File: src/hw/rtl/assert_macros.svh
// Assertion helpers shared by the RTL. Empty when SYNTHESIS is defined.
`ifndef ASSERT_MACROS_SVH
`define ASSERT_MACROS_SVH

`ifndef SYNTHESIS

// cond must hold at every clock edge outside reset
`define BED_ASSERT_ALWAYS(lbl, clk, rst, cond) \
  lbl: assert property (@(posedge clk) disable iff (rst) (cond)) \
    else $error("assertion failed");

// cons must hold in the same cycle as ante
`define BED_ASSERT_IMPL(lbl, clk, rst, ante, cons) \
  lbl: assert property (@(posedge clk) disable iff (rst) (ante) |-> (cons)) \
    else $error("assertion failed");

// cons must hold in the cycle after ante
`define BED_ASSERT_NEXT(lbl, clk, rst, ante, cons) \
  lbl: assert property (@(posedge clk) disable iff (rst) (ante) |=> (cons)) \
    else $error("assertion failed");

`else

`define BED_ASSERT_ALWAYS(lbl, clk, rst, cond)
`define BED_ASSERT_IMPL(lbl, clk, rst, ante, cons)
`define BED_ASSERT_NEXT(lbl, clk, rst, ante, cons)

`endif

`endif

File: src/hw/rtl/bed_pkg.sv
`timescale 1ns / 1ps
`default_nettype none

package bed_pkg;

  localparam logic [7:0] CH_BACKSLASH = 8'h5C;
  localparam logic [7:0] CH_X         = 8'h78;
  localparam logic [7:0] CH_M         = 8'h6D;
  localparam logic [7:0] CH_ESC       = 8'd27;
  localparam logic [7:0] CH_CR        = 8'd13;
  localparam logic [7:0] CH_LF        = 8'd10;
  localparam logic [7:0] TALLY_MAX    = 8'd255;

  typedef enum logic [3:0] {
    MODE_NORMAL = 4'b0001,
    MODE_ESCAPE = 4'b0010,
    MODE_HEX1   = 4'b0100,
    MODE_HEX2   = 4'b1000
  } mode_t;

  // what the back end has to do with one queued word
  typedef enum logic [1:0] {
    OP_BYTE = 2'd0,
    OP_CRLF = 2'd1,
    OP_END  = 2'd2
  } op_kind_t;

  typedef struct packed {
    op_kind_t    kind;
    logic [7:0]  data;
    logic        bad;
    logic [7:0]  count;
  } entry_t;

  typedef struct packed {
    mode_t       mode;
    logic [7:0]  tally;
  } front_status_t;

  typedef struct packed {
    logic        pend_lf;
  } back_status_t;

  // {bad, value}; a non-hex digit reads as zero with bad set
  function automatic logic [4:0] hex_value(input logic [7:0] ch);
    logic [4:0] r;
    r = 5'b10000;
    if (ch >= 8'h30 && ch <= 8'h39) begin
      r = {1'b0, 4'(ch - 8'h30)};
    end else if (ch >= 8'h61 && ch <= 8'h66) begin
      r = {1'b0, 4'(ch - 8'h57)};
    end else if (ch >= 8'h41 && ch <= 8'h46) begin
      r = {1'b0, 4'(ch - 8'h37)};
    end
    return r;
  endfunction

  // single-byte escapes; anything unlisted passes through
  function automatic logic [7:0] esc_map(input logic [7:0] ch);
    logic [7:0] r;
    case (ch)
      8'h61: r = 8'd7;   // a
      8'h62: r = 8'd8;   // b
      8'h65: r = CH_ESC; // e
      8'h66: r = 8'd12;  // f
      8'h6C: r = CH_LF;  // l
      8'h6E: r = CH_LF;  // n
      8'h71: r = 8'd34;  // q
      8'h72: r = CH_CR;  // r
      8'h74: r = 8'd9;   // t
      8'h76: r = 8'd11;  // v
      8'h7A: r = 8'd0;   // z
      8'h22: r = 8'd34;  // double quote
      default: r = ch;
    endcase
    return r;
  endfunction

endpackage

`default_nettype wire

File: src/hw/rtl/backslash_escape_decoder.sv
// Backslash escape decoder, one raw string byte per input word.
// Input channel: in_valid/in_ready with in_byte and end_of_string. A word
// with end_of_string set closes the string and yields one closing word
// (is_end=1, removed_count = bytes dropped, saturating at 255); any escape
// still open at that point is dropped.
// Output channel: out_valid/out_ready with out_byte, is_end, removed_count
// and bad_hex. Most input words give one output word, a backslash, an x
// escape or its first digit give none, and \m gives two (CR, then LF).
// The classifier writes each entry into the queue at the edge that takes its
// input word; the output register then loads it from the queue head once the
// register is free or its word leaves.
// Throughput: one input word per cycle while the queue is not full; the output
// register emits one word per cycle while the receiver is ready.
// Between the classifier and the output stage sits a QUEUE_DEPTH-word
// queue. When the receiver stalls, the queue fills and in_ready drops only
// when it is full.
// Reset (synchronous) clears the decode mode, the removed tally, the queue
// and the output valid flag; in_ready is low during reset and the block
// accepts words the cycle after.
`timescale 1ns / 1ps
`default_nettype none

`include "assert_macros.svh"

module backslash_escape_decoder #(
  parameter int QUEUE_DEPTH = 4
) (
  input  wire logic       clk,
  input  wire logic       rst,
  input  wire logic       in_valid,
  output logic            in_ready,
  input  wire logic [7:0] in_byte,
  input  wire logic       end_of_string,
  output logic            out_valid,
  input  wire logic       out_ready,
  output logic [7:0]      out_byte,
  output logic            is_end,
  output logic [7:0]      removed_count,
  output logic            bad_hex
);
  import bed_pkg::*;

  localparam int CNT_W = $clog2(QUEUE_DEPTH + 1);

  entry_t          push_entry, head;
  logic            push, q_full, pop, head_valid;
  logic [CNT_W-1:0] q_count;
  front_status_t   front_st;
  back_status_t    back_st;
  logic            end_taken, front_clear, cr_shown;

  bed_front u_front (
    .clk          (clk),
    .rst          (rst),
    .in_valid     (in_valid),
    .in_ready     (in_ready),
    .in_byte      (in_byte),
    .end_of_string(end_of_string),
    .q_full       (q_full),
    .push         (push),
    .push_entry   (push_entry),
    .status       (front_st)
  );

  bed_queue #(
    .DEPTH(QUEUE_DEPTH)
  ) u_queue (
    .clk        (clk),
    .rst        (rst),
    .push       (push),
    .push_entry (push_entry),
    .full       (q_full),
    .pop        (pop),
    .head_valid (head_valid),
    .head       (head),
    .count      (q_count)
  );

  bed_back u_back (
    .clk          (clk),
    .rst          (rst),
    .head_valid   (head_valid),
    .head         (head),
    .pop          (pop),
    .out_valid    (out_valid),
    .out_ready    (out_ready),
    .out_byte     (out_byte),
    .is_end       (is_end),
    .removed_count(removed_count),
    .bad_hex      (bad_hex),
    .status       (back_st)
  );

  assign end_taken   = in_valid && in_ready && end_of_string;
  assign front_clear = (front_st.mode == MODE_NORMAL) && (front_st.tally == 8'd0);
  assign cr_shown    = out_valid && (out_byte == CH_CR) && !is_end;

  `BED_ASSERT_ALWAYS(a_queue_bound, clk, rst, q_count <= CNT_W'(QUEUE_DEPTH))
  `BED_ASSERT_NEXT(a_end_clears, clk, rst, end_taken, front_clear)
  `BED_ASSERT_IMPL(a_lf_after_cr, clk, rst, back_st.pend_lf, cr_shown)
  `BED_ASSERT_IMPL(a_end_word_clean, clk, rst, out_valid && is_end, out_byte == 8'd0 && !bad_hex)

endmodule

`default_nettype wire

File: src/hw/rtl/bed_front.sv
`timescale 1ns / 1ps
`default_nettype none

module bed_front (
  input  wire logic                   clk,
  input  wire logic                   rst,
  input  wire logic                   in_valid,
  output logic                        in_ready,
  input  wire logic [7:0]             in_byte,
  input  wire logic                   end_of_string,
  input  wire logic                   q_full,
  output logic                        push,
  output bed_pkg::entry_t             push_entry,
  output bed_pkg::front_status_t      status
);
  import bed_pkg::*;

  mode_t      mode, mode_next;
  logic [3:0] nibble, nibble_next;
  logic       first_bad, first_bad_next;
  logic [7:0] tally, tally_next;
  logic [7:0] tally_inc, tally_dec;
  logic [4:0] hv;
  logic       accept;

  // hold off input while in reset so no word is taken and then dropped
  assign in_ready = !q_full && !rst;
  assign accept   = in_valid && in_ready;
  assign hv       = hex_value(in_byte);
  assign status   = '{mode: mode, tally: tally};

  // saturate up; a saturated tally stays put on the way down
  assign tally_inc = (tally == TALLY_MAX) ? tally : tally + 8'd1;
  assign tally_dec = (tally != 8'd0 && tally != TALLY_MAX) ? tally - 8'd1 : tally;

  always_comb begin
    mode_next      = mode;
    nibble_next    = nibble;
    first_bad_next = first_bad;
    tally_next     = tally;
    push           = 1'b0;
    push_entry     = '0;
    push_entry.kind = OP_BYTE;
    if (accept) begin
      if (end_of_string) begin
        push             = 1'b1;
        push_entry.kind  = OP_END;
        push_entry.count = tally;
        mode_next        = MODE_NORMAL;
        nibble_next      = 4'd0;
        first_bad_next   = 1'b0;
        tally_next       = 8'd0;
      end else begin
        unique case (mode)
          MODE_NORMAL: begin
            if (in_byte == CH_BACKSLASH) begin
              mode_next  = MODE_ESCAPE;
              tally_next = tally_inc;
            end else begin
              push            = 1'b1;
              push_entry.data = in_byte;
            end
          end
          MODE_ESCAPE: begin
            mode_next = MODE_NORMAL;
            if (in_byte == CH_M) begin
              push            = 1'b1;
              push_entry.kind = OP_CRLF;
              tally_next      = tally_dec;
            end else if (in_byte == CH_X) begin
              mode_next  = MODE_HEX1;
              tally_next = tally_inc;
            end else begin
              push            = 1'b1;
              push_entry.data = esc_map(in_byte);
            end
          end
          MODE_HEX1: begin
            nibble_next    = hv[3:0];
            first_bad_next = hv[4];
            mode_next      = MODE_HEX2;
            tally_next     = tally_inc;
          end
          MODE_HEX2: begin
            push            = 1'b1;
            push_entry.data = {nibble, hv[3:0]};
            push_entry.bad  = first_bad | hv[4];
            mode_next       = MODE_NORMAL;
            nibble_next     = 4'd0;
            first_bad_next  = 1'b0;
          end
          default: mode_next = MODE_NORMAL;
        endcase
      end
    end
  end

  always_ff @(posedge clk) begin
    if (rst) begin
      mode      <= MODE_NORMAL;
      nibble    <= 4'd0;
      first_bad <= 1'b0;
      tally     <= 8'd0;
    end else begin
      mode      <= mode_next;
      nibble    <= nibble_next;
      first_bad <= first_bad_next;
      tally     <= tally_next;
    end
  end

endmodule

`default_nettype wire

File: src/hw/rtl/bed_queue.sv
`timescale 1ns / 1ps
`default_nettype none

module bed_queue #(
  parameter int DEPTH = 4
) (
  input  wire logic                     clk,
  input  wire logic                     rst,
  input  wire logic                     push,
  input  wire bed_pkg::entry_t          push_entry,
  output logic                          full,
  input  wire logic                     pop,
  output logic                          head_valid,
  output bed_pkg::entry_t               head,
  output logic [$clog2(DEPTH+1)-1:0]    count
);
  import bed_pkg::*;

  localparam int PTR_W = (DEPTH > 1) ? $clog2(DEPTH) : 1;
  localparam int CNT_W = $clog2(DEPTH + 1);
  localparam logic [PTR_W-1:0] LAST = PTR_W'(DEPTH - 1);

  entry_t           slots [DEPTH];
  logic [PTR_W-1:0] wr_ptr, rd_ptr;
  logic             do_push, do_pop;

  assign full       = (count == CNT_W'(DEPTH));
  assign head_valid = (count != '0);
  assign head       = slots[rd_ptr];
  assign do_push    = push && !full;
  assign do_pop     = pop && head_valid;

  always_ff @(posedge clk) begin
    if (do_push) begin
      slots[wr_ptr] <= push_entry;
    end
  end

  always_ff @(posedge clk) begin
    if (rst) begin
      wr_ptr <= '0;
      rd_ptr <= '0;
      count  <= '0;
    end else begin
      if (do_push) begin
        wr_ptr <= (wr_ptr == LAST) ? '0 : wr_ptr + PTR_W'(1);
      end
      if (do_pop) begin
        rd_ptr <= (rd_ptr == LAST) ? '0 : rd_ptr + PTR_W'(1);
      end
      if (do_push && !do_pop) begin
        count <= count + CNT_W'(1);
      end else if (do_pop && !do_push) begin
        count <= count - CNT_W'(1);
      end
    end
  end

endmodule

`default_nettype wire

File: src/hw/rtl/bed_back.sv
`timescale 1ns / 1ps
`default_nettype none

module bed_back (
  input  wire logic                  clk,
  input  wire logic                  rst,
  input  wire logic                  head_valid,
  input  wire bed_pkg::entry_t       head,
  output logic                       pop,
  output logic                       out_valid,
  input  wire logic                  out_ready,
  output logic [7:0]                 out_byte,
  output logic                       is_end,
  output logic [7:0]                 removed_count,
  output logic                       bad_hex,
  output bed_pkg::back_status_t      status
);
  import bed_pkg::*;

  logic pend_lf;
  logic load;

  // output register is free, or its word leaves this cycle
  assign load   = !out_valid || out_ready;
  assign pop    = load && !pend_lf && head_valid;
  assign status = '{pend_lf: pend_lf};

  always_ff @(posedge clk) begin
    if (rst) begin
      out_valid <= 1'b0;
      pend_lf   <= 1'b0;
    end else if (load) begin
      if (pend_lf) begin
        out_valid <= 1'b1;
        pend_lf   <= 1'b0;
      end else begin
        out_valid <= head_valid;
        pend_lf   <= head_valid && (head.kind == OP_CRLF);
      end
    end
  end

  always_ff @(posedge clk) begin
    if (load) begin
      if (pend_lf) begin
        out_byte      <= CH_LF;
        is_end        <= 1'b0;
        removed_count <= 8'd0;
        bad_hex       <= 1'b0;
      end else begin
        case (head.kind)
          OP_CRLF: begin
            out_byte      <= CH_CR;
            is_end        <= 1'b0;
            removed_count <= 8'd0;
            bad_hex       <= 1'b0;
          end
          OP_END: begin
            out_byte      <= 8'd0;
            is_end        <= 1'b1;
            removed_count <= head.count;
            bad_hex       <= 1'b0;
          end
          default: begin
            out_byte      <= head.data;
            is_end        <= 1'b0;
            removed_count <= 8'd0;
            bad_hex       <= head.bad;
          end
        endcase
      end
    end
  end

endmodule

`default_nettype wire

File: config.mk
export PLATFORM = sky130hd
export DESIGN_NAME = backslash_escape_decoder
export DESIGN_NICKNAME = d
export VERILOG_FILES = /design/src/hw/rtl/bed_pkg.sv /design/src/hw/rtl/backslash_escape_decoder.sv /design/src/hw/rtl/bed_front.sv /design/src/hw/rtl/bed_queue.sv /design/src/hw/rtl/bed_back.sv
export VERILOG_INCLUDE_DIRS = /design/src /design/src/hw/rtl
export SDC_FILE = /design/constraint.sdc
export NUM_CORES = 1
export LEC_CHECK = 0
export BUFFER_PORTS_ARGS = -buffer_cell sky130_fd_sc_hd__buf_2
export CORE_MARGIN = 2
export CORE_UTILIZATION = 35
export CTS_BUF_LIST = sky130_fd_sc_hd__clkbuf_2
export CTS_CLUSTER_DIAMETER = 120
export CTS_CLUSTER_SIZE = 24
export DETAILED_ROUTE_END_ITERATION = 10
export PLACE_DENSITY = 0.52
export SLEW_MARGIN = 10
export SYNTH_ARGS = -nofsm -noshare
export SYNTH_HDL_FRONTEND = slang
export SYNTH_SLANG_ARGS = --single-unit
File: constraint.sdc
create_clock -name clk -period 5.4 [get_ports clk]
set_input_delay 1.08 -clock clk [delete_from_list [all_inputs] [get_ports clk]]
set_output_delay 1.08 -clock clk [all_outputs]
set_load 0.005 [all_outputs]
==> impl_metrics.yaml <==
pwr:
  power.switching_uw: 669
  irDropWorstVdd_uv: 135
  power_frac_clock_pct: 24.6
  pwr_density_cell_nw_per_um2: 358
  p_int_uw: 1660
  seqPwrFrac_pct: 52.1
  combPwrFrac_pct: 23.4
  p_leak_uw: 0.00229
  sw_frac_of_total_pct: 28.7
setup_path:
  rrSetupSlack_ns: 2.21
  cp.required_ns: 6.00
  critical_path_class: "reg2reg"
  r2r_cells: 9
  arrival_ns: 3.80
  end_kind: "flop"
  crit_fanout: 12
  timing.rr.start: "u_front.mode[3]"
  worst_setup_path_start_kind: "flop"
  rr_endpoint: "u_queue.count[2]"
grt:
  grt.overflow.total: 0
  grt_pass1_wl_mm: 19.6
  grt_start_max_net_pins: 24
  first_global_vias: 3695
  grtUsageTotal_pct: 14.3
  antenna_found_initial: 0
synth:
  syn-num-nets: 504
  synth_ff_type: "edfxtp_1"
  avgSynthCellArea_um2: 12.5
  ys_seq_elements: 122
  ys_seq_area_share_pct: 57.0
  synth_cell_type_count: 70
  synth_warnings: 0
  syn_inst: 474
  async_flop_share_pct: 0
  synth_edf_count: 94
  synth_area_um2: 5930
clocking:
  clk_pin_slew_worst_paths_ns: 0.18
  postCtsSetupRepairBufs: 0
  cts_tree: "yes"
  worstSkewPairLatency_ns: 0.67
  numCtsBuffers: 17
  cts_buffer_depth: 2
  ctsRootBufferMaster: "clkbuf_2"
  postCtsHoldBufs: 0
  cts.repair.resized: 0
  cts.sinks: 122
  htreeDepth: 4
detailed_routing:
  firstDrtPassIters: 7
  wl_per_cell_um: 16.6
  routed_wl_mm: 12.3
  drc: 0
  vias: 3889
  drtAntennaViolNets: 0
  via_per_inst: 5.25
  drtIter0Drc: 228
timing:
  worst_pin_slew_ns: 1.07
  slew_headroom_pct: 28.7
  fmax_mhz: 313
  skew_ns: 0.0263
  post-route-period-util_pct: 59.1
  grt_setup_unrepaired: "no"
  tns_ns: 0
  finalMaxSlewViolations: 0
  period_minus_slack_ns: 3.19
  finalSetupViolCount: 0
  setup_ws_ns: 2.21
  final-hold-violation-count: 0
die:
  initial_core_util_pct: 35.8
  coreArea_um2: 16600
  io-pin-count: 33
  num_rows: 47
  die_w_um: 134
  dieArea_um2: 18000
  die_y_um: 134
cells_and_area:
  multi_input_area_um2: 2400
  syn2layout_area_growth_pct: 9.78
  diodes: 0
  drive_above_1_share_pct: 18.4
  seqCellArea_um2: 3380
  final_util_pct: 39.3
  n_fill_cell: 1636
  fin_nets: 538
placed_design:
  dp_slack_ns: 1.57
  place_congestion: 0.866
  port_buffers: 32
  dp_hpwl_mm: 8.49
flow_run:
  cap_viol_max_count: 0
run_status:
  outcome: "completed"
min_path:
  hp-start: "u_front.first_bad"
  min_to: "u_front.first_bad"
  hold-path-cell-count: 2
  hp-class: "reg2reg"
==> power by group through the flow <==
stage,registers [uW],logic (uW),clock network [uW]
finish,1210,545,572
global placement,1230,547,0
global route,1230,609,628
detailed placement,1240,555,0
floorplan,1210,392,0
CTS,1220,557,591
==> kinds of logic (layout without fill, tap and decap cells) <==
group	after synthesis	count (layout)	share of synthesized area, %
AO/OA/AOI/OAI	89	89	10.0
XOR/XNOR	7	7	1.03
adder cells (fa/ha/maj)	17	17	3.71
buffers and inverters	34	81	2.57
flip-flops	122	122	57.0
multiplexers	26	26	8.39
AND/OR/NAND/NOR	179	179	17.3
==> stage by stage <==
stage / cells / hold slack (ns) / instance area (um^2) / total power [uW]
after floorplan: 474 / 0.431 / 5930 / 1610
after global placement: 709 / 0.444 / 6280 / 1780
after detailed placement: 709 / 0.450 / 6280 / 1790
after CTS: 741 / 0.473 / 6510 / 2360
after global routing: 741 / 0.494 / 6510 / 2470
final: 741 / 0.476 / 6510 / 2330
==> worst max-delay path: stages, from the launching register on <==
cell,delay (ns)
dfxtp_1,0.46
nor4b_1,0.67
nand2_1,0.24
a31oi_2,0.44
ha_1,0.27
inv_1,0.06
fa_1,0.37
xor2_1,0.17
or3_1,0.30
a21oi_1,0.13
==> flip-flops by register name (all words and copies together) (netlist names), 3 cells and up, named ones only <==
signal / cells
u_front.mode: 4
u_front.nibble: 4
u_queue.count: 3
u_queue.slots: 76
u_front.tally: 8
u_back.removed_count: 8
u_back.out_byte: 8
==> routing by layer <==
metal  global-route usage (%)  vias up  share of wire (%)
met5                        0        -                  0
met4                     5.03        0                1.4
met3                     3.74       15                3.9
met2                     22.2       89                 47
met1                     19.4     1896                 48
li1                         -     1889                  -
==> cells in the final DEF, fill, tap and decap left out, drive strengths merged, types with 7 or more instances in the layout <==
cell    count
o21ai      16
clkinv      8
clkbuf     20
mux2i       7
a21oi      31
mux4       19
edfxtp     94
buf        33
dfxtp      28
nand2      38
ha         16
nor2       33
inv        16
nor3       16
nand2b      7
and2       12
nor2b      14
==> final cells by class <==
type                            instances  area share [%]
Sequential cell                       122            51.9
Timing Repair Buffer                   33            2.57
Tap cell                              220            4.23
Inverter                               16           0.922
Clock buffer                           20            1.54
Multi-Input combinational cell        318            36.8
Clock inverter                         12            2.00
==> worst max-delay path by stage <==
stage / end / slack, ns / startpoint
2_1_floorplan: u_queue.count[2] / 2.06 / in_byte[4]
3_3_place_gp: u_queue.count[2] / 1.66 / in_byte[0]
3_5_place_dp: u_queue.count[2] / 1.57 / in_byte[0]
4_1_cts: u_queue.count[2] / 2.20 / u_front.mode[3]
5_1_grt: u_queue.count[2] / 2.00 / u_front.mode[3]
6_report: u_queue.count[2] / 2.21 / u_front.mode[3]
==> cells in the mapped netlist, types with 2 or more instances <==
| cell | count | area (um^2) |
|---|---|---|
| a2111oi_0 | 2 | 17.5 |
| a21o_1 | 3 | 22.5 |
| a21oi_1 | 30 | 150 |
| a22oi_1 | 4 | 30.0 |
| a31o_2 | 3 | 26.3 |
| a31oi_1 | 4 | 25.0 |
| a32o_1 | 2 | 20.0 |
| and2_1 | 11 | 68.8 |
| and3_1 | 2 | 12.5 |
| and4_1 | 2 | 17.5 |
| and4b_1 | 3 | 30.0 |
| buf_2 | 8 | 40.0 |
| buf_6 | 2 | 22.5 |
| clkbuf_1 | 7 | 26.3 |
| dfxtp_1 | 28 | 561 |
| edfxtp_1 | 94 | 2820 |
| ha_1 | 16 | 200 |
| inv_1 | 16 | 60.1 |
| mux2i_1 | 7 | 70.1 |
| mux4_2 | 19 | 428 |
| nand2_1 | 38 | 143 |
| nand2b_1 | 7 | 43.8 |
| nand3_1 | 6 | 30.0 |
| nand3b_1 | 6 | 45.0 |
| nand4_1 | 6 | 37.5 |
| nor2_1 | 33 | 124 |
| nor2b_1 | 14 | 87.6 |
| nor3_1 | 16 | 80.1 |
| nor3b_1 | 3 | 22.5 |
| nor4_1 | 4 | 25.0 |
| nor4b_1 | 5 | 43.8 |
| o2111ai_1 | 2 | 17.5 |
| o21a_1 | 2 | 15.0 |
| o21ai_0 | 16 | 80.1 |
| o21bai_1 | 2 | 15.0 |
| o22ai_1 | 4 | 25.0 |
| o31ai_1 | 2 | 15.0 |
| or2_2 | 3 | 18.8 |
| or3_1 | 5 | 31.3 |
| or3b_2 | 2 | 17.5 |
| xnor2_1 | 3 | 26.3 |
| xor2_1 | 4 | 35.0 |
No activity file was read; power rests on OpenSTA's default activity.
